<file path="config.mk">
export PLATFORM = sky130hd
export DESIGN_NAME = bfs_ctrl
export DESIGN_NICKNAME = d
export VERILOG_FILES = /design/src/rtl/core/bfs_pkg.sv /design/src/rtl/core/bfs_ctrl.sv
export SDC_FILE = /design/constraint.sdc
export NUM_CORES = 1
export LEC_CHECK = 0
export ABC_AREA = 1
export BUFFER_PORTS_ARGS = -buffer_cell sky130_fd_sc_hd__buf_4
export CORE_UTILIZATION = 25
export CTS_CLUSTER_SIZE = 20
export DETAILED_ROUTE_END_ITERATION = 10
export PLACE_DENSITY_LB_ADDON = 0.1
export SYNTH_ARGS = -nofsm -noshare
export SYNTH_HDL_FRONTEND = slang
export SYNTH_SLANG_ARGS = --single-unit
export TNS_END_PERCENT = 5
</file>
<file path="constraint.sdc">
create_clock -name aclk -period 1.3 [get_ports aclk]
set_input_delay 0.13 -clock aclk [delete_from_list [all_inputs] [get_ports aclk]]
set_output_delay 0.13 -clock aclk [all_outputs]
set_load 0.01 [all_outputs]
</file>
<file path="src/rtl/core/bfs_pkg.sv">
// shared types, constants and command and status structs of the boids flocking step core
package bfs_pkg;

    localparam int MAX_BOIDS   = 256;
    localparam int IDX_W       = $clog2(MAX_BOIDS);
    localparam int CNT_W       = IDX_W + 1;
    localparam int FRAC_BITS   = 8;
    localparam int ONE         = 1 << FRAC_BITS;
    localparam int POS_W       = 20;
    localparam int VEL_W       = 16;
    localparam int TOTAL_W     = 8;
    localparam int IN_DATA_W   = 80;
    localparam int OUT_DATA_W  = 88;
    localparam int ADDR_W      = 3;
    localparam int APB_DATA_W  = 32;

    localparam logic CFG_BOID_COUNT_IDX = 1'b0;

    localparam int SEP_RANGE   = 20;
    localparam int VIS_RANGE   = 75;
    localparam int SPEED_CAP   = 15;
    localparam int MARGIN      = 200;
    localparam int WIN_W       = 640;
    localparam int WIN_H       = 480;
    localparam int SEP_DIV     = 20;
    localparam int ALIGN_DIV   = 20;
    localparam int COH_DIV     = 200;
    localparam int STEP_NUM    = 167;
    localparam int STEP_DEN    = 1000;

    localparam int CAP         = SPEED_CAP * ONE;
    localparam int SEP2        = (SEP_RANGE * ONE) * (SEP_RANGE * ONE);
    localparam int VIS2        = (VIS_RANGE * ONE) * (VIS_RANGE * ONE);
    localparam int CAP2        = CAP * CAP;

    localparam int DX_W        = POS_W + 1;
    localparam int DV_W        = VEL_W + 1;
    localparam int D2_W        = 2 * DX_W;
    localparam int SEP_W       = 22;
    localparam int COH_W       = 24;
    localparam int ALN_W       = 25;
    localparam int NV_W        = 20;
    localparam int NUM_W       = 33;
    localparam int DEN_W       = 21;
    localparam int MAG_W       = 34;
    localparam int Q_W         = 20;
    localparam int SQ_IN_W     = 42;
    localparam int SQ_OUT_W    = SQ_IN_W / 2;

    typedef enum logic [3:0] {
        DIV_SEPX, DIV_SEPY, DIV_ALX, DIV_ALY, DIV_COX, DIV_COY,
        DIV_LIMX, DIV_LIMY, DIV_STPX, DIV_STPY
    } div_op_t;

    typedef enum logic [3:0] {
        ST_IDLE, ST_LOAD, ST_RDSELF, ST_TAKE, ST_SCAN, ST_DRAIN, ST_DSTART,
        ST_DWAIT, ST_SQ, ST_CMP, ST_SQRT, ST_TURN, ST_WB
    } state_t;

    typedef struct packed {
        logic             capture;
        logic             wr_load;
        logic             rd_self;
        logic             rd_scan;
        logic [IDX_W-1:0] scan_idx;
        logic             take;
        logic             div_start;
        div_op_t          div_op;
        logic             sq;
        logic             sqrt_start;
        logic             turn;
        logic             wb;
    } bfs_cmd_t;

    typedef struct packed {
        logic div_done;
        logic sqrt_done;
        logic over_cap;
        logic n_zero;
        logic out_busy;
    } bfs_sts_t;

endpackage

</file>
<file path="src/rtl/core/bfs_ctrl.sv">
// controller state machine sequencing load, neighbour scan, divisions, square root and write-back
module bfs_ctrl (
    input  logic                          aclk,
    input  logic                          aresetn,
    input  logic                          in_valid,
    input  logic                          in_mode,
    output logic                          in_ready,
    input  logic [bfs_pkg::CNT_W-1:0]     active,
    input  bfs_pkg::bfs_sts_t             sts,
    output bfs_pkg::bfs_cmd_t             cmd
);

    localparam int DRAIN_CYC = 3;

    bfs_pkg::state_t             state_reg, state_next;
    bfs_pkg::div_op_t            op_reg, op_next;
    logic [bfs_pkg::CNT_W-1:0]   j_reg, j_next;
    logic [1:0]                  drain_reg, drain_next;

    always_ff @(posedge aclk) begin
        if (!aresetn) begin
            state_reg <= bfs_pkg::ST_IDLE;
            op_reg    <= bfs_pkg::DIV_SEPX;
            j_reg     <= '0;
            drain_reg <= '0;
        end else begin
            state_reg <= state_next;
            op_reg    <= op_next;
            j_reg     <= j_next;
            drain_reg <= drain_next;
        end
    end

    always_comb begin
        state_next   = state_reg;
        op_next      = op_reg;
        j_next       = j_reg;
        drain_next   = drain_reg;
        cmd          = '0;
        cmd.div_op   = op_reg;
        cmd.scan_idx = j_reg[bfs_pkg::IDX_W-1:0];
        in_ready     = 1'b0;
        unique case (state_reg)
            bfs_pkg::ST_IDLE: begin
                in_ready = 1'b1;
                if (in_valid) begin
                    cmd.capture = 1'b1;
                    state_next  = in_mode ? bfs_pkg::ST_RDSELF : bfs_pkg::ST_LOAD;
                end
            end
            bfs_pkg::ST_LOAD: begin
                cmd.wr_load = 1'b1;
                state_next  = bfs_pkg::ST_IDLE;
            end
            bfs_pkg::ST_RDSELF: begin
                cmd.rd_self = 1'b1;
                state_next  = bfs_pkg::ST_TAKE;
            end
            bfs_pkg::ST_TAKE: begin
                cmd.take   = 1'b1;
                j_next     = '0;
                state_next = bfs_pkg::ST_SCAN;
            end
            bfs_pkg::ST_SCAN: begin
                if (j_reg == active) begin
                    drain_next = '0;
                    state_next = bfs_pkg::ST_DRAIN;
                end else begin
                    cmd.rd_scan = 1'b1;
                    j_next      = j_reg + 1'b1;
                end
            end
            bfs_pkg::ST_DRAIN: begin
                drain_next = drain_reg + 1'b1;
                if (drain_reg == 2'(DRAIN_CYC - 1)) begin
                    op_next    = bfs_pkg::DIV_SEPX;
                    state_next = bfs_pkg::ST_DSTART;
                end
            end
            bfs_pkg::ST_DSTART: begin
                cmd.div_start = 1'b1;
                state_next    = bfs_pkg::ST_DWAIT;
            end
            bfs_pkg::ST_DWAIT: begin
                if (sts.div_done) begin
                    state_next = bfs_pkg::ST_DSTART;
                    unique case (op_reg)
                        bfs_pkg::DIV_SEPX: op_next = bfs_pkg::DIV_SEPY;
                        bfs_pkg::DIV_SEPY: begin
                            if (sts.n_zero) state_next = bfs_pkg::ST_SQ;
                            else op_next = bfs_pkg::DIV_ALX;
                        end
                        bfs_pkg::DIV_ALX:  op_next = bfs_pkg::DIV_ALY;
                        bfs_pkg::DIV_ALY:  op_next = bfs_pkg::DIV_COX;
                        bfs_pkg::DIV_COX:  op_next = bfs_pkg::DIV_COY;
                        bfs_pkg::DIV_COY:  state_next = bfs_pkg::ST_SQ;
                        bfs_pkg::DIV_LIMX: op_next = bfs_pkg::DIV_LIMY;
                        bfs_pkg::DIV_LIMY: state_next = bfs_pkg::ST_TURN;
                        bfs_pkg::DIV_STPX: op_next = bfs_pkg::DIV_STPY;
                        bfs_pkg::DIV_STPY: state_next = bfs_pkg::ST_WB;
                        default:           state_next = bfs_pkg::ST_IDLE;
                    endcase
                end
            end
            bfs_pkg::ST_SQ: begin
                cmd.sq     = 1'b1;
                state_next = bfs_pkg::ST_CMP;
            end
            bfs_pkg::ST_CMP: begin
                if (sts.over_cap) begin
                    cmd.sqrt_start = 1'b1;
                    state_next     = bfs_pkg::ST_SQRT;
                end else begin
                    state_next = bfs_pkg::ST_TURN;
                end
            end
            bfs_pkg::ST_SQRT: begin
                if (sts.sqrt_done) begin
                    op_next    = bfs_pkg::DIV_LIMX;
                    state_next = bfs_pkg::ST_DSTART;
                end
            end
            bfs_pkg::ST_TURN: begin
                cmd.turn   = 1'b1;
                op_next    = bfs_pkg::DIV_STPX;
                state_next = bfs_pkg::ST_DSTART;
            end
            bfs_pkg::ST_WB: begin
                if (!sts.out_busy) begin
                    cmd.wb     = 1'b1;
                    state_next = bfs_pkg::ST_IDLE;
                end
            end
            default: state_next = bfs_pkg::ST_IDLE;
        endcase
    end

endmodule

</file>
# --- Yosys cells after proc, flatten, opt, wreduce, memory -nomap -nowiden ---
# Index checks and enable logic that the tools add are counted.
totals:
  ff_bits: 19
  word_cells: 83
classes:
  addsub: 2
  n_eq_ne: 32
  n_mux: 35
  n_reduce_logical: 10
op_table:
  columns: ["op", "count"]
  rows:
  - ["$pmux W4 S12", 1]
  - ["$mux W4", 10]
  - ["$eq A4 B3 Y1 const B", 8]
  - ["$eq A4 B4 Y1 const B", 7]
  - ["$pmux W4 S7", 1]
  - ["$pmux W4 S5", 1]
  - ["$pmux W9 S2", 1]
  - ["$eq A4 B2 Y1 const B", 4]
  - ["$mux W1", 16]
  - ["$pmux W4 S4", 1]
  - ["$ne A2 B2 Y1 const B", 7]
  - ["$reduce_and A6 Y1", 2]
  - ["$add A9 B1 Y9 const B", 1]
  - ["$eq A9 B9 Y1", 1]
  - ["$mux W9", 1]
  - ["$eq A4 B1 Y1 const B", 2]
  - ["$logic_not A4 Y1", 2]
  - ["$ne A8 B2 Y1 const B", 1]
  - ["$reduce_or A6 Y1", 1]
  - ["$mux W2", 2]
  - ["$pmux W2 S2", 1]
  - ["$reduce_and A2 Y1", 2]
  - ["$reduce_bool A2 Y1", 2]
  - ["$reduce_bool A4 Y1", 1]
  - ["3 further kinds", 3]

# --- Longest topological paths before layout ---
# Gate-level depths: netlist (run 1).
logic_depth:
  ltp_word: 5
  depth_mapped: 11
  ltp_nobuf: 11

# --- Least setup slack after synthesis (run 1) ---
# Ideal clock, no wire load.
synth_timing:
  path_type: "reg2reg"
  start: "register j_reg[0] (netlist bit)"
  end: "register j_reg[6] (netlist bit)"
  t_arrival_ps: 1253
  slack_ps: -23
  path_stages_with_launch: 9
  period_less_slack_ps: 1323
  path_cell_list: "dfxtp_1 > ha_1 > nand2_1 > nor2_1 > nand2_1 > xor2_1 > nor2_1 > nand2_1 > a21oi_1"
synth_via:
  elab_chain_cells: 3
  elab_cells_between_ends: 6
  cone_classes: "add/sub (1); eq/ne (2); mux (2); reduce/logical (1)"
synth_rtl:
  columns: ["item", "line", "rtl"]
  rows:
  - ["start: declaration", "bfs_ctrl.sv:17", "logic [bfs_pkg::CNT_W-1:0] j_reg, j_next;"]
  - ["start signal: assignment", "bfs_ctrl.sv:29", "j_reg <= j_next;"]
  - ["$add A9 B1 Y9 or $eq A9 B9 Y1 (tied branches)", "bfs_ctrl.sv:70, bfs_ctrl.sv:65", null]
  - ["$mux W9 or $ne A2 B2 Y1 (tied branches)", null, null]
  - ["$pmux W9 S2 or $reduce_and A2 Y1 (tied branches)", null, null]
# Several ways; a longest one is shown, not always the timed one. The select of a mux whose other input is x is not followed.
# A chain may end at the register's enable or synchronous reset.

==> impl_results.html, run 1 <==
<table>
<tr><th>Metric</th><th>Value</th></tr>
<tr><th colspan="2">Timing</th></tr>
<tr><td>Worst-case hold slack</td><td>0.1253 ns</td></tr>
<tr><td>Final setup skew</td><td>0.01329 ns</td></tr>
<tr><td>Setup TNS</td><td>-3.087 ns</td></tr>
<tr><td>Final setup violating endpoints</td><td>28</td></tr>
<tr><td>F_max</td><td>between 600 and 700 MHz</td></tr>
<tr><td>Final hold vios</td><td>0</td></tr>
<tr><td>Worst Tran Pin Value</td><td>0.2869 ns</td></tr>
<tr><td>Unrepaired setup endpoints after global routing</td><td>yes</td></tr>
<tr><td>Number of slew-limit violations in the final report</td><td>0</td></tr>
<tr><td>Worst relative slew slack</td><td>between 80% and 90%</td></tr>
<tr><td>Tcrit/Tclk final</td><td>116.1%</td></tr>
<tr><td>Min Tclk post-route</td><td>1.510 ns</td></tr>
<tr><td>Worst setup margin</td><td>-0.2098 ns</td></tr>
<tr><th colspan="2">Global routing</th></tr>
<tr><td>Number of antenna violations at the first check in global routing</td><td>0</td></tr>
<tr><td>GRT Util Overall</td><td>16.28%</td></tr>
<tr><td>Wire length of the first global-routing pass</td><td>approximately 8300 microns</td></tr>
<tr><td>Pin count of the biggest net entering global routing</td><td>11</td></tr>
<tr><td>GRT overflow</td><td>0</td></tr>
<tr><td>Number of global-route vias before repair</td><td>1825</td></tr>
<tr><th colspan="2">Placed design</th></tr>
<tr><td>DPL Wire Length</td><td>3847 microns</td></tr>
<tr><td>Final weighted congestion in routability-driven placement</td><td>0.8302</td></tr>
<tr><td>DP Area</td><td>around 0.0024 sq mm</td></tr>
<tr><td>Port bufs</td><td>40</td></tr>
<tr><td>Placed Cells</td><td>427</td></tr>
<tr><th colspan="2">Finish</th></tr>
<tr><td>Post-route non-filler standard cell count</td><td>438</td></tr>
<tr><td>Finished layout cell area</td><td>0.002711 sq mm</td></tr>
<tr><td>Number of fillers in the final layout</td><td>652</td></tr>
<tr><td>Area growth syn-to-layout</td><td>70.76%</td></tr>
<tr><td>Largest register FFs</td><td>9</td></tr>
<tr><td>Total Nets Final</td><td>384</td></tr>
<tr><td>Antenna Cells</td><td>0</td></tr>
<tr><td>Ratio of cells with drive above 1 in the final layout</td><td>49.86%</td></tr>
<tr><td>Core utilization of the finished layout</td><td>45.00%</td></tr>
<tr><th colspan="2">Drt</th></tr>
<tr><td>DR pass1 iterations</td><td>4</td></tr>
<tr><td>Via count</td><td>1929</td></tr>
<tr><td>Count of unresolved DRC violations after routing</td><td>0</td></tr>
<tr><td>Vias per inst</td><td>approximately 4.4</td></tr>
<tr><td>Remaining antenna violation count after routing</td><td>0</td></tr>
<tr><td>Sum of routed wire length over all layers</td><td>4956 microns</td></tr>
<tr><td>Wirelength per Cell</td><td>between 10 and 15 microns</td></tr>
<tr><td>Initial drt markers</td><td>58</td></tr>
<tr><th colspan="2">Run</th></tr>
<tr><td>Max-cap check violation count</td><td>0</td></tr>
<tr><th colspan="2">Floorplan</th></tr>
<tr><td>Count of pins on the block boundary</td><td>41</td></tr>
<tr><td>Width of the die</td><td>81.70 microns</td></tr>
<tr><td>Total die area</td><td>0.006674 sq mm</td></tr>
<tr><td>Site Rows</td><td>28</td></tr>
<tr><td>Overall die height</td><td>81.70 microns</td></tr>
<tr><td>Core outline area</td><td>0.006026 sq mm</td></tr>
<tr><td>Starting Density</td><td>between 20% and 30%</td></tr>
<tr><th colspan="2">Setup path</th></tr>
<tr><td>Path depth of the worst reg2reg path</td><td>10</td></tr>
<tr><td>Total stage count of the critical path</td><td>7</td></tr>
<tr><td>Highest-delay cell along the critical path</td><td>dfxtp_4</td></tr>
<tr><td>Biggest cell delay along the critical path</td><td>about 0.37 ns</td></tr>
<tr><td>CP startpoint kind</td><td>register</td></tr>
<tr><td>Crit path max-delay family</td><td>buffers and inverters</td></tr>
<tr><td>Worst flop-to-flop path startpoint</td><td>state_reg[0]$_SDFFE_PN0P_</td></tr>
<tr><td>Setup CP Type</td><td>reg2out</td></tr>
<tr><td>Worst setup path start</td><td>state_reg[0]$_SDFFE_PN0P_</td></tr>
<tr><td>Max Fanout on Critical Path</td><td>4</td></tr>
<tr><td>Data arrival time at the worst-slack endpoint</td><td>between 1 and 1.5 ns</td></tr>
<tr><td>Cell seen most often among critical-path stages</td><td>buf_4</td></tr>
<tr><td>Crit path required time</td><td>about 1.2 ns</td></tr>
<tr><td>Critical path buffers and inverters</td><td>5</td></tr>
<tr><td>Type of destination of the critical path</td><td>primary output</td></tr>
<tr><td>Sequence of cells on the critical path</td><td>buf_4 -&gt; inv_1 -&gt; nand2_1 -&gt; buf_4 -&gt; nor2_4 -&gt; buf_4 -&gt; buf_4</td></tr>
<tr><th colspan="2">Clocking</th></tr>
<tr><td>CTS tree</td><td>yes</td></tr>
<tr><td>Root Buffer</td><td>clkbuf_8</td></tr>
<tr><td>Inserted Clock Buffers</td><td>3</td></tr>
<tr><td>CTS max path bufs</td><td>2</td></tr>
<tr><td>Clock sink count</td><td>19</td></tr>
<tr><td>Clock transition time at the flip-flop clock pins of the worst setup and hold paths</td><td>0.08 ns</td></tr>
<tr><td>Maximum level of the CTS H-tree</td><td>1</td></tr>
<tr><td>Clock latency reported for the late side of the worst-skew pair</td><td>0.27 ns</td></tr>
<tr><th colspan="2">Logic synthesis</th></tr>
<tr><td>Top post-synthesis cells by area</td><td>dfxtp_1 24%, nand2_1 15%, nand3_1 8.5%</td></tr>
<tr><td>Number of flip-flops and latches in the synthesized netlist</td><td>19</td></tr>
<tr><td>Net count after synthesis</td><td>around 280</td></tr>
<tr><td>Mapped Cells</td><td>262</td></tr>
<tr><td>Unique cell type count in the Yosys netlist</td><td>27</td></tr>
<tr><td>Average cell area after synthesis</td><td>6.060 sq um</td></tr>
<tr><td>Register area share after synthesis</td><td>23.96%</td></tr>
<tr><td>Share of synthesized flip-flops with an asynchronous set or reset</td><td>0%</td></tr>
<tr><td>Commonest register cell after synthesis</td><td>dfxtp_1</td></tr>
<tr><td>Number of synthesized flops with an enable pin</td><td>0</td></tr>
<tr><td>Warning count from the yosys run</td><td>0</td></tr>
<tr><td>Portion of synthesized cell area occupied by the leading cell type</td><td>23.96%</td></tr>
<tr><td>Synth Cell Area</td><td>0.001588 sq mm</td></tr>
<tr><td>Dominant cell type by area after synthesis</td><td>dfxtp_1</td></tr>
<tr><th colspan="2">Pwr</th></tr>
<tr><td>Cell leakage power</td><td>~1.3 nW</td></tr>
<tr><td>PD cells</td><td>635.2 mW/mm^2</td></tr>
<tr><td>Maximum VDD drop</td><td>0.4478 mV</td></tr>
<tr><th colspan="2">Hold path</th></tr>
<tr><td>Origin of the worst min-delay path</td><td>aresetn</td></tr>
<tr><td>Hold Path Cell Cnt</td><td>3</td></tr>
<tr><td>Worst min-delay path category</td><td>in2reg</td></tr>
<tr><th colspan="2">Outcome</th></tr>
<tr><td>Outcome</td><td>finished, violations left</td></tr>
<tr><td>Violated checks</td><td>negative setup slack</td></tr>
</table>
==> layer usage <==
| metal | vias to the layer above | track usage (%) | wire length [microns] |
|---|---|---|---|
| li1 | 1031 | - | - |
| met1 | 839 | 20.74 | 2333 |
| met2 | 50 | 28.08 | 2326 |
| met3 | 9 | 1.444 | 188 |
| met4 | 0 | 6.491 | 108 |
| met5 | - | 0 | 0 |
==> path summary, 6_finish.rpt <==
path                                     to  slack [ns]
hold / removal       op_reg[3]$_SDFFE_PN0P_        0.13
hold reg to reg   drain_reg[0]$_SDFFE_PN0P_        0.45
setup reg to reg     op_reg[1]$_SDFFE_PN0P_       -0.14
setup / recovery                    cmd[19]       -0.21
==> area by class of cell <==
cell class | count | area [sq um] | share of cell area [%]
Multi-Input combinational cell | 197 | 1162 | 42.87
Timing Repair Buffer | 109 | 869.6 | 32.07
Inverter | 34 | 130.1 | 4.799
Clock buffer | 4 | 45.04 | 1.661
Tap cell | 75 | 93.84 | 3.461
Sequential cell | 19 | 410.4 | 15.14
==> cells in the mapped netlist (2+ instances only) <==
library cell and instances:
a21oi_1 18, ha_1 2, o21ai_0 9, inv_1 26
nand3b_1 2, nor2_2 6, clkbuf_1 2, xnor2_1 8
nor3_1 5, nor2_4 2, inv_2 6, buf_4 8
nor2_1 31, dfxtp_1 19, nand2_1 65, nand3_1 27
nand2_2 9, clkinv_1 2, nand4_1 4, xor2_1 4
==> per-stage QoR <==
stage	power [mW]	setup WS, ns
6_report	1.722	-0.2098
5_1_grt	1.832	-0.2692
4_1_cts	1.663	-0.2278
3_5_place_dp	1.175	-0.2244
3_3_place_gp	1.183	-0.2385
2_1_floorplan	0.8598	-0.01478
==> worst reg2reg max path: stages, from the launching register on <==
cell     delay [ns]
dfxtp_4        0.37
buf_4          0.14
inv_1          0.07
nand2_1        0.08
inv_2          0.07
nand2_2        0.06
o22ai_4        0.20
nor2_4         0.08
nand2_2        0.10
nand2_1        0.06
a21oi_1        0.13
==> layout by cell type, fill, tap and decap left out, types with 6 or more instances in the layout <==
master   netlist  final
a21oi_1       18     17
nand2_1       65     61
inv_2          6     12
dfxtp_4        0      6
inv_1         26     20
buf_6          1      7
nand2_2        9      7
nand3_1       27     25
nor2_1        31     21
dfxtp_2        0      6
nand2_4        0      6
nor2_4         2      9
dfxtp_1       19      7
nor2_2         6      9
o21ai_0        9      9
buf_4          8    100
==> report_power, final <==
part	total (mW)	internal, mW	switching [mW]
Combinational	0.670	0.359	0.311
Clock	0.430	0.219	0.211
Sequential	0.622	0.596	0.0267
==> what timing repair did <==
| action | 4_1_cts | 5_1_grt |
|---|---|---|
| pin swaps | 11 | 13 |
| hold buffers | 0 | 0 |
| cloned | 0 | 0 |
| setup endpoints to repair | 30 | 30 |
| resized for setup | 34 | 36 |
| setup buffers | 4 | 3 |
==> cell families (layout without fill, tap and decap cells) <==
group           count (synthesis)  after routing  share of synthesized area, %
simple gates                  154            154                         44.21
buf+inv                        46            147                         13.32
compound gates                 29             29                         10.32
flops                          19             19                         23.96
xor+xnor                       12             12                         6.619
fa+ha+maj                       2              2                         1.576
Note: power is estimated with default switching activity, not from simulation.
==> run 2, diff against run 1 <==
Settings changed: ABC_AREA 1 to unset.
==> run 2 against run 1 <==
- the run still ends with negative setup slack left
- die area shrank 3.5%
- critical path depth shrank 2
- core utilization shrank 3.2 points
- synthesized area shrank 3.6%
- clock skew shrank 0.012 ns
- highest routed layer unchanged
- flip-flop and latch count is the same
- critical path type is now reg2reg
- clock power is essentially flat
- sequential power shrank 0.6%
==> impl_results.html, run 2 <==
<table>
<tr><th>Metric</th><th>Value</th></tr>
<tr><th colspan="2">Pwr</th></tr>
<tr><td>PD cells</td><td>630.7 mW/mm^2</td></tr>
<tr><td>Maximum VDD drop</td><td>around 0.35 mV</td></tr>
<tr><td>Total power of the final layout</td><td>1.560 mW</td></tr>
<tr><td>Cell leakage power</td><td>about 1.1 nW</td></tr>
<tr><th colspan="2">Clocking</th></tr>
<tr><td>Maximum level of the CTS H-tree</td><td>1</td></tr>
<tr><td>CTS tree</td><td>yes</td></tr>
<tr><td>Clock transition time at the flip-flop clock pins of the worst setup and hold paths</td><td>0.08 ns</td></tr>
<tr><td>Clock sink count</td><td>19</td></tr>
<tr><td>CTS max path bufs</td><td>2</td></tr>
<tr><td>Clock latency reported for the late side of the worst-skew pair</td><td>about 0.26 ns</td></tr>
<tr><td>Root Buffer</td><td>clkbuf_8</td></tr>
<tr><td>Inserted Clock Buffers</td><td>3</td></tr>
<tr><th colspan="2">Timing</th></tr>
<tr><td>Final setup violating endpoints</td><td>30</td></tr>
<tr><td>Worst setup margin</td><td>-0.3572 ns</td></tr>
<tr><td>Worst relative slew slack</td><td>69.94%</td></tr>
<tr><td>Min Tclk post-route</td><td>1.657 ns</td></tr>
<tr><td>Tcrit/Tclk final</td><td>127.5%</td></tr>
<tr><td>Worst Tran Pin Value</td><td>0.4446 ns</td></tr>
<tr><td>F_max</td><td>603.4 MHz</td></tr>
<tr><td>Final setup skew</td><td>approximately 0.00089 ns</td></tr>
<tr><td>Worst-case hold slack</td><td>0.2840 ns</td></tr>
<tr><td>Unrepaired setup endpoints after global routing</td><td>yes</td></tr>
<tr><td>Final hold vios</td><td>0</td></tr>
<tr><td>Number of slew-limit violations in the final report</td><td>0</td></tr>
<tr><th colspan="2">Setup path</th></tr>
<tr><td>CP startpoint kind</td><td>register</td></tr>
<tr><td>Crit path required time</td><td>around 1.5 ns</td></tr>
<tr><td>Data arrival time at the worst-slack endpoint</td><td>1.81 ns</td></tr>
<tr><td>Worst flop-to-flop path startpoint</td><td>state_reg[3]$_SDFFE_PN0P_</td></tr>
<tr><td>Path depth of the worst reg2reg path</td><td>5</td></tr>
<tr><td>Register-to-register path setup slack</td><td>-0.36 ns</td></tr>
<tr><td>Worst r2r dst</td><td>op_reg[2]$_SDFFE_PN0P_</td></tr>
<tr><td>Type of destination of the critical path</td><td>register</td></tr>
<tr><td>Max Fanout on Critical Path</td><td>9</td></tr>
<tr><td>Setup CP Type</td><td>reg2reg</td></tr>
<tr><th colspan="2">Drt</th></tr>
<tr><td>Wirelength per Cell</td><td>12.81 microns</td></tr>
<tr><td>Initial drt markers</td><td>53</td></tr>
<tr><td>DR pass1 iterations</td><td>4</td></tr>
<tr><td>Remaining antenna violation count after routing</td><td>0</td></tr>
<tr><td>Sum of routed wire length over all layers</td><td>4496 microns</td></tr>
<tr><td>Count of unresolved DRC violations after routing</td><td>0</td></tr>
<tr><td>Vias per inst</td><td>4.732</td></tr>
<tr><td>Via count</td><td>1661</td></tr>
<tr><th colspan="2">Outcome</th></tr>
<tr><td>Outcome</td><td>finished, violations left</td></tr>
<tr><td>Violated checks</td><td>negative setup slack</td></tr>
<tr><th colspan="2">Finish</th></tr>
<tr><td>Post-route non-filler standard cell count</td><td>351</td></tr>
<tr><td>Area taken by flip-flops and latches</td><td>about 390 sq um</td></tr>
<tr><td>Core utilization of the finished layout</td><td>41.78%</td></tr>
<tr><td>Total Nets Final</td><td>297</td></tr>
<tr><td>Area used by multi-input combinational logic</td><td>0.001124 sq mm</td></tr>
<tr><td>Area growth syn-to-layout</td><td>61.65%</td></tr>
<tr><td>Number of fillers in the final layout</td><td>roughly 630</td></tr>
<tr><td>Finished layout cell area</td><td>0.002474 sq mm</td></tr>
<tr><td>Ratio of cells with drive above 1 in the final layout</td><td>approximately 50%</td></tr>
<tr><td>Antenna Cells</td><td>0</td></tr>
<tr><td>Commonest cells after routing, fill and taps aside</td><td>87 x buf_4, 20 x nor2_1, 15 x nand2_1</td></tr>
<tr><td>Largest register FFs</td><td>9</td></tr>
<tr><td>Most common cell after layout, fill and taps aside</td><td>buf_4</td></tr>
<tr><th colspan="2">Logic synthesis</th></tr>
<tr><td>Top-count cell post-synth</td><td>nor2_1</td></tr>
<tr><td>Warning count from the yosys run</td><td>0</td></tr>
<tr><td>Top post-synthesis cells by area</td><td>dfxtp_1 25%, nor2_1 5.9%, xor2_1 5.2%</td></tr>
<tr><td>Number of synthesized flops with an enable pin</td><td>0</td></tr>
<tr><td>Number of flip-flops and latches in the synthesized netlist</td><td>19</td></tr>
<tr><td>Register area share after synthesis</td><td>24.86%</td></tr>
<tr><td>Mapped Cells</td><td>193</td></tr>
<tr><td>Share of synthesized flip-flops with an asynchronous set or reset</td><td>0%</td></tr>
<tr><td>Unique cell type count in the Yosys netlist</td><td>57</td></tr>
<tr><td>Dominant cell type by area after synthesis</td><td>dfxtp_1</td></tr>
<tr><td>Commonest register cell after synthesis</td><td>dfxtp_1</td></tr>
<tr><td>Synth Cell Area</td><td>0.001530 sq mm</td></tr>
<tr><td>Portion of synthesized cell area occupied by the leading cell type</td><td>24.86%</td></tr>
<tr><td>Average cell area after synthesis</td><td>7.929 sq um</td></tr>
<tr><td>Ranking of synthesized cells by instance count</td><td>24 x nor2_1, 19 x dfxtp_1, 16 x nand2_1</td></tr>
<tr><td>Net count after synthesis</td><td>~210</td></tr>
<tr><th colspan="2">Placed design</th></tr>
<tr><td>DPL Wire Length</td><td>3473 microns</td></tr>
<tr><td>Port bufs</td><td>40</td></tr>
<tr><td>Placed Cells</td><td>345</td></tr>
<tr><td>DP Area</td><td>0.002240 sq mm</td></tr>
<tr><td>Final weighted congestion in routability-driven placement</td><td>0.8328</td></tr>
<tr><th colspan="2">Hold path</th></tr>
<tr><td>Origin of the worst min-delay path</td><td>aresetn</td></tr>
<tr><td>Worst min-delay path category</td><td>in2reg</td></tr>
<tr><td>Hold path endpoint</td><td>j_reg[1]$_SDFFE_PN0P_</td></tr>
<tr><td>Hold Path Cell Cnt</td><td>3</td></tr>
<tr><th colspan="2">Floorplan</th></tr>
<tr><td>Core outline area</td><td>0.005921 sq mm</td></tr>
<tr><td>Overall die height</td><td>between 80 and 90 microns</td></tr>
<tr><td>Starting Density</td><td>25.85%</td></tr>
<tr><td>Width of the die</td><td>80.24 microns</td></tr>
<tr><td>Site Rows</td><td>28</td></tr>
<tr><td>Count of pins on the block boundary</td><td>41</td></tr>
<tr><td>Total die area</td><td>0.006438 sq mm</td></tr>
<tr><th colspan="2">Global routing</th></tr>
<tr><td>Number of global-route vias before repair</td><td>1635</td></tr>
<tr><td>Pin count of the biggest net entering global routing</td><td>12</td></tr>
<tr><td>GRT overflow</td><td>0</td></tr>
<tr><td>GRT Util Overall</td><td>15.09%</td></tr>
<tr><td>Number of antenna violations at the first check in global routing</td><td>0</td></tr>
<tr><td>Wire length of the first global-routing pass</td><td>7645 microns</td></tr>
<tr><th colspan="2">Run</th></tr>
<tr><td>Max-cap check violation count</td><td>0</td></tr>
</table>
-- run 2: how the worst max path moves through the flow --
stage | from | end | slack (ns) | depth (start not counted)
global placement | state_reg[3]$_SDFFE_PN0P_ | op_reg[2]$_SDFFE_PN0P_ | -0.44 | 5
floorplan | state_reg[2]$_SDFFE_PN0P_ | op_reg[2]$_SDFFE_PN0P_ | -0.39 | 7
global route | state_reg[0]$_SDFFE_PN0P_ | j_reg[0]$_SDFFE_PN0P_ | -0.42 | 6
CTS | drain_reg[0]$_SDFFE_PN0P_ | op_reg[2]$_SDFFE_PN0P_ | -0.35 | 7
finish | state_reg[3]$_SDFFE_PN0P_ | op_reg[2]$_SDFFE_PN0P_ | -0.36 | 5
detailed placement | state_reg[3]$_SDFFE_PN0P_ | op_reg[2]$_SDFFE_PN0P_ | -0.45 | 5
-- run 2: metal layers --
metal / vias to the layer above / routed length (microns) / track usage [%]
met2: 26 / 2221 / 27.01
met3: 6 / 127 / 2.955
li1: 862 / - / -
met5: - / 0 / 0
met4: 0 / 56 / 3.750
met1: 767 / 2091 / 18.31
-- run 2: worst max-delay path, cell delays in order (launching register included) --
cell and delay (ns):
dfxtp_4 0.38, nand2b_2 0.22, o2bb2a_4 0.23, or3_4 0.37, a211o_1 0.24, o211a_1 0.12
-- run 2: layout make-up --
type / count / area share (%)
clock buffers: 4 / 1.821
multi-input cells: 148 / 45.42
well taps: 75 / 3.794
inverters: 5 / 0.7587
flip-flops and latches: 19 / 15.88
repair buffers: 100 / 32.32
-- run 2: cells by family after synthesis --
group	count (synthesis)	synth area share (%)
adder cells (fa/ha/maj)	2	1.635
flip-flops	19	24.86
XOR/XNOR	15	8.586
multiplexers	3	1.962
AO/OA/AOI/OAI	47	24.20
AND/OR/NAND/NOR	81	29.35
buffers and inverters	26	9.403
-- run 2: report_power, final --
| group | switching, mW | internal [mW] |
|---|---|---|
| clock network | 0.210 | 0.218 |
| registers | 0.0210 | 0.597 |
| logic | 0.241 | 0.273 |
| total | 0.473 | 1.09 |
-- run 2: repair_timing --
item,4_1_cts,5_1_grt
gates cloned,0,0
resized for setup,35,10
hold buffers,0,0
hold endpoints to repair,0,0
pin swaps,7,2
endpoints found under the setup margin,30,30
buffers inserted,2,0
-- run 2: stage by stage --
step / worst slack [ns] / TNS, ns
finish: -0.3572 / -7.218
floorplan: -0.3947 / -6.241
detailed placement: -0.4507 / -7.477
global placement: -0.4444 / -7.654
CTS: -0.3511 / -7.487
global route: -0.4153 / -9.271
==> run 3, diff against run 2 <==
Settings changed: ABC_AREA set to 0, CORE_UTILIZATION 25 to 47.
==> run 3 against run 2 <==
- the run still ends with negative setup slack left
- largest cell class unchanged
- clock power down 25%
- register-to-register slack worse by 0.07 ns
- routed wire length up 21%
- worst hold slack worse by 0.15 ns
- design area up 3.1%
- die area down 46%
- setup slack worse by 0.067 ns
- critical path depth down 1
==> impl_results.html, run 3 (same netlist as run 2, synthesis figures left out) <==
<table>
<tr><th>Metric</th><th>Value</th></tr>
<tr><th colspan="2">Floorplan</th></tr>
<tr><td>Count of pins on the block boundary</td><td>41</td></tr>
<tr><td>Site Rows</td><td>20</td></tr>
<tr><td>Core outline area</td><td>roughly 0.003 sq mm</td></tr>
<tr><td>Total die area</td><td>0.003488 sq mm</td></tr>
<tr><td>Overall die height</td><td>roughly 59 microns</td></tr>
<tr><td>Width of the die</td><td>around 59 microns</td></tr>
<tr><td>Starting Density</td><td>49.72%</td></tr>
<tr><th colspan="2">Run</th></tr>
<tr><td>Max-cap check violation count</td><td>0</td></tr>
<tr><th colspan="2">Setup path</th></tr>
<tr><td>Setup CP Type</td><td>reg2out</td></tr>
<tr><td>Data arrival time at the worst-slack endpoint</td><td>1.59 ns</td></tr>
<tr><td>Sequence of cells on the critical path</td><td>or2_4 -&gt; or2_4 -&gt; a31oi_4 -&gt; buf_6</td></tr>
<tr><td>Highest-delay cell along the critical path</td><td>dfxtp_4</td></tr>
<tr><td>Max Fanout on Critical Path</td><td>6</td></tr>
<tr><td>Cell seen most often among critical-path stages</td><td>or2_4</td></tr>
<tr><td>Critical path buffers and inverters</td><td>1</td></tr>
<tr><td>Crit path max-delay family</td><td>simple AND/OR/NAND/NOR gates</td></tr>
<tr><td>CP startpoint kind</td><td>register</td></tr>
<tr><td>Crit path required time</td><td>between 1 and 1.5 ns</td></tr>
<tr><td>Type of destination of the critical path</td><td>primary output</td></tr>
<tr><td>Biggest cell delay along the critical path</td><td>0.38 ns</td></tr>
<tr><th colspan="2">Timing</th></tr>
<tr><td>Final hold vios</td><td>0</td></tr>
<tr><td>Final setup skew</td><td>0.01296 ns</td></tr>
<tr><td>Min Tclk post-route</td><td>1.724 ns</td></tr>
<tr><td>Unrepaired setup endpoints after global routing</td><td>yes</td></tr>
<tr><td>Final setup violating endpoints</td><td>30</td></tr>
<tr><td>Worst relative slew slack</td><td>68.76%</td></tr>
<tr><td>Tcrit/Tclk final</td><td>132.6%</td></tr>
<tr><td>Setup TNS</td><td>-10.01 ns</td></tr>
<tr><td>Worst Tran Pin Value</td><td>0.4569 ns</td></tr>
<tr><td>Worst setup margin</td><td>-0.4241 ns</td></tr>
<tr><td>Number of slew-limit violations in the final report</td><td>0</td></tr>
<tr><td>Worst-case hold slack</td><td>roughly 0.13 ns</td></tr>
<tr><td>F_max</td><td>580.0 MHz</td></tr>
<tr><th colspan="2">Drt</th></tr>
<tr><td>Initial drt markers</td><td>roughly 140</td></tr>
<tr><td>Via count</td><td>around 1900</td></tr>
<tr><td>DR pass1 iterations</td><td>5</td></tr>
<tr><td>Remaining antenna violation count after routing</td><td>0</td></tr>
<tr><td>Vias per inst</td><td>5.682</td></tr>
<tr><td>Wirelength per Cell</td><td>16.47 microns</td></tr>
<tr><td>Sum of routed wire length over all layers</td><td>5436 microns</td></tr>
<tr><td>Count of unresolved DRC violations after routing</td><td>0</td></tr>
<tr><th colspan="2">Finish</th></tr>
<tr><td>Post-route non-filler standard cell count</td><td>330</td></tr>
<tr><td>Antenna Cells</td><td>0</td></tr>
<tr><td>Most common cell after layout, fill and taps aside</td><td>buf_4</td></tr>
<tr><td>Commonest cells after routing, fill and taps aside</td><td>94 x buf_4, 21 x nor2_1, 16 x buf_6</td></tr>
<tr><td>Total Nets Final</td><td>307</td></tr>
<tr><td>Largest register FFs</td><td>9</td></tr>
<tr><td>Number of fillers in the final layout</td><td>between 150 and 200</td></tr>
<tr><td>Ratio of cells with drive above 1 in the final layout</td><td>around 54%</td></tr>
<tr><td>Core utilization of the finished layout</td><td>82.89%</td></tr>
<tr><td>Area growth syn-to-layout</td><td>66.72%</td></tr>
<tr><th colspan="2">Clocking</th></tr>
<tr><td>Clock sink count</td><td>19</td></tr>
<tr><td>Hold buffers post-CTS</td><td>0</td></tr>
<tr><td>Clock transition time at the flip-flop clock pins of the worst setup and hold paths</td><td>0.13 ns</td></tr>
<tr><td>Root Buffer</td><td>clkbuf_4</td></tr>
<tr><td>CTS tree</td><td>yes</td></tr>
<tr><td>Maximum level of the CTS H-tree</td><td>1</td></tr>
<tr><td>Inserted Clock Buffers</td><td>3</td></tr>
<tr><td>CTS max path bufs</td><td>2</td></tr>
<tr><td>Clock latency reported for the late side of the worst-skew pair</td><td>0.31 ns</td></tr>
<tr><th colspan="2">Global routing</th></tr>
<tr><td>GRT Util Overall</td><td>between 30% and 40%</td></tr>
<tr><td>Number of antenna violations at the first check in global routing</td><td>0</td></tr>
<tr><td>Number of global-route vias before repair</td><td>roughly 1700</td></tr>
<tr><td>GRT overflow</td><td>0</td></tr>
<tr><td>Wire length of the first global-routing pass</td><td>7824 microns</td></tr>
<tr><td>Pin count of the biggest net entering global routing</td><td>13</td></tr>
<tr><th colspan="2">Placed design</th></tr>
<tr><td>Final weighted congestion in routability-driven placement</td><td>0.8524</td></tr>
<tr><td>DPL Wire Length</td><td>approximately 3500 microns</td></tr>
<tr><td>Placed Cells</td><td>316</td></tr>
<tr><td>Port bufs</td><td>40</td></tr>
<tr><th colspan="2">Outcome</th></tr>
<tr><td>Outcome</td><td>finished, violations left</td></tr>
<tr><td>Violated checks</td><td>negative setup slack</td></tr>
<tr><th colspan="2">Pwr</th></tr>
<tr><td>Cell leakage power</td><td>1.118 nW</td></tr>
<tr><td>Maximum VDD drop</td><td>about 0.55 mV</td></tr>
<tr><td>PD cells</td><td>618.2 mW/mm^2</td></tr>
<tr><th colspan="2">Hold path</th></tr>
<tr><td>Worst min-delay path category</td><td>in2reg</td></tr>
</table>
==> run 3: worst paths after layout <==
check                                               start                        end  slack (ns)  cells past startpoint
worst max register to register  state_reg[3]$_SDFFE_PN0P_  state_reg[3]$_SDFFE_PN0P_       -0.42                      7
worst min register to register  state_reg[2]$_SDFFE_PN0P_  state_reg[2]$_SDFFE_PN0P_        0.54                      2
worst max-delay path            state_reg[1]$_SDFFE_PN0P_                    cmd[18]       -0.42                      4
worst min-delay path                              aresetn      j_reg[1]$_SDFFE_PN0P_        0.13                      2
==> run 3: final cells by class <==
class	count	area, sq um	area share, %
Inverter	5	18.77	0.7357
Sequential cell	19	400.4	15.69
Clock buffer	4	26.28	1.030
Multi-Input combinational cell	148	1165	45.66
Tap cell	44	55.05	2.158
Timing Repair Buffer	110	885.9	34.72
==> run 3: timing repair <==
action | CTS | global route
setup buffers | 4 | 6
pin swaps | 7 | 6
resized for setup | 45 | 12
endpoints found under the setup margin | 30 | 30
==> run 3: through the flow <==
| step | area (sq um) | total power, mW | setup slack [ns] |
|---|---|---|---|
| 6_report | 2551 | 1.577 | -0.4241 |
| 4_1_cts | 2449 | 1.526 | -0.4235 |
| 3_3_place_gp | 2216 | 1.082 | -0.3614 |
| 3_5_place_dp | 2216 | 1.096 | -0.4588 |
| 5_1_grt | 2551 | 1.647 | -0.4942 |
| 2_1_floorplan | 1548 | 0.8329 | -0.3947 |
==> run 3: power breakdown <==
group	switching (mW)	internal, mW	leakage, nW
Clock	0.203	0.120	0.0150
Combinational	0.281	0.355	0.945
Sequential	0.0222	0.596	0.158
==> run 3: metal layers <==
| layer | track usage (%) | wire length [microns] |
|---|---|---|
| met1 | 38.79 | 2381 |
| met2 | 50.32 | 2600 |
| met3 | 4.367 | 354 |
| met4 | 12.24 | 99 |
| met5 | 0 | 0 |
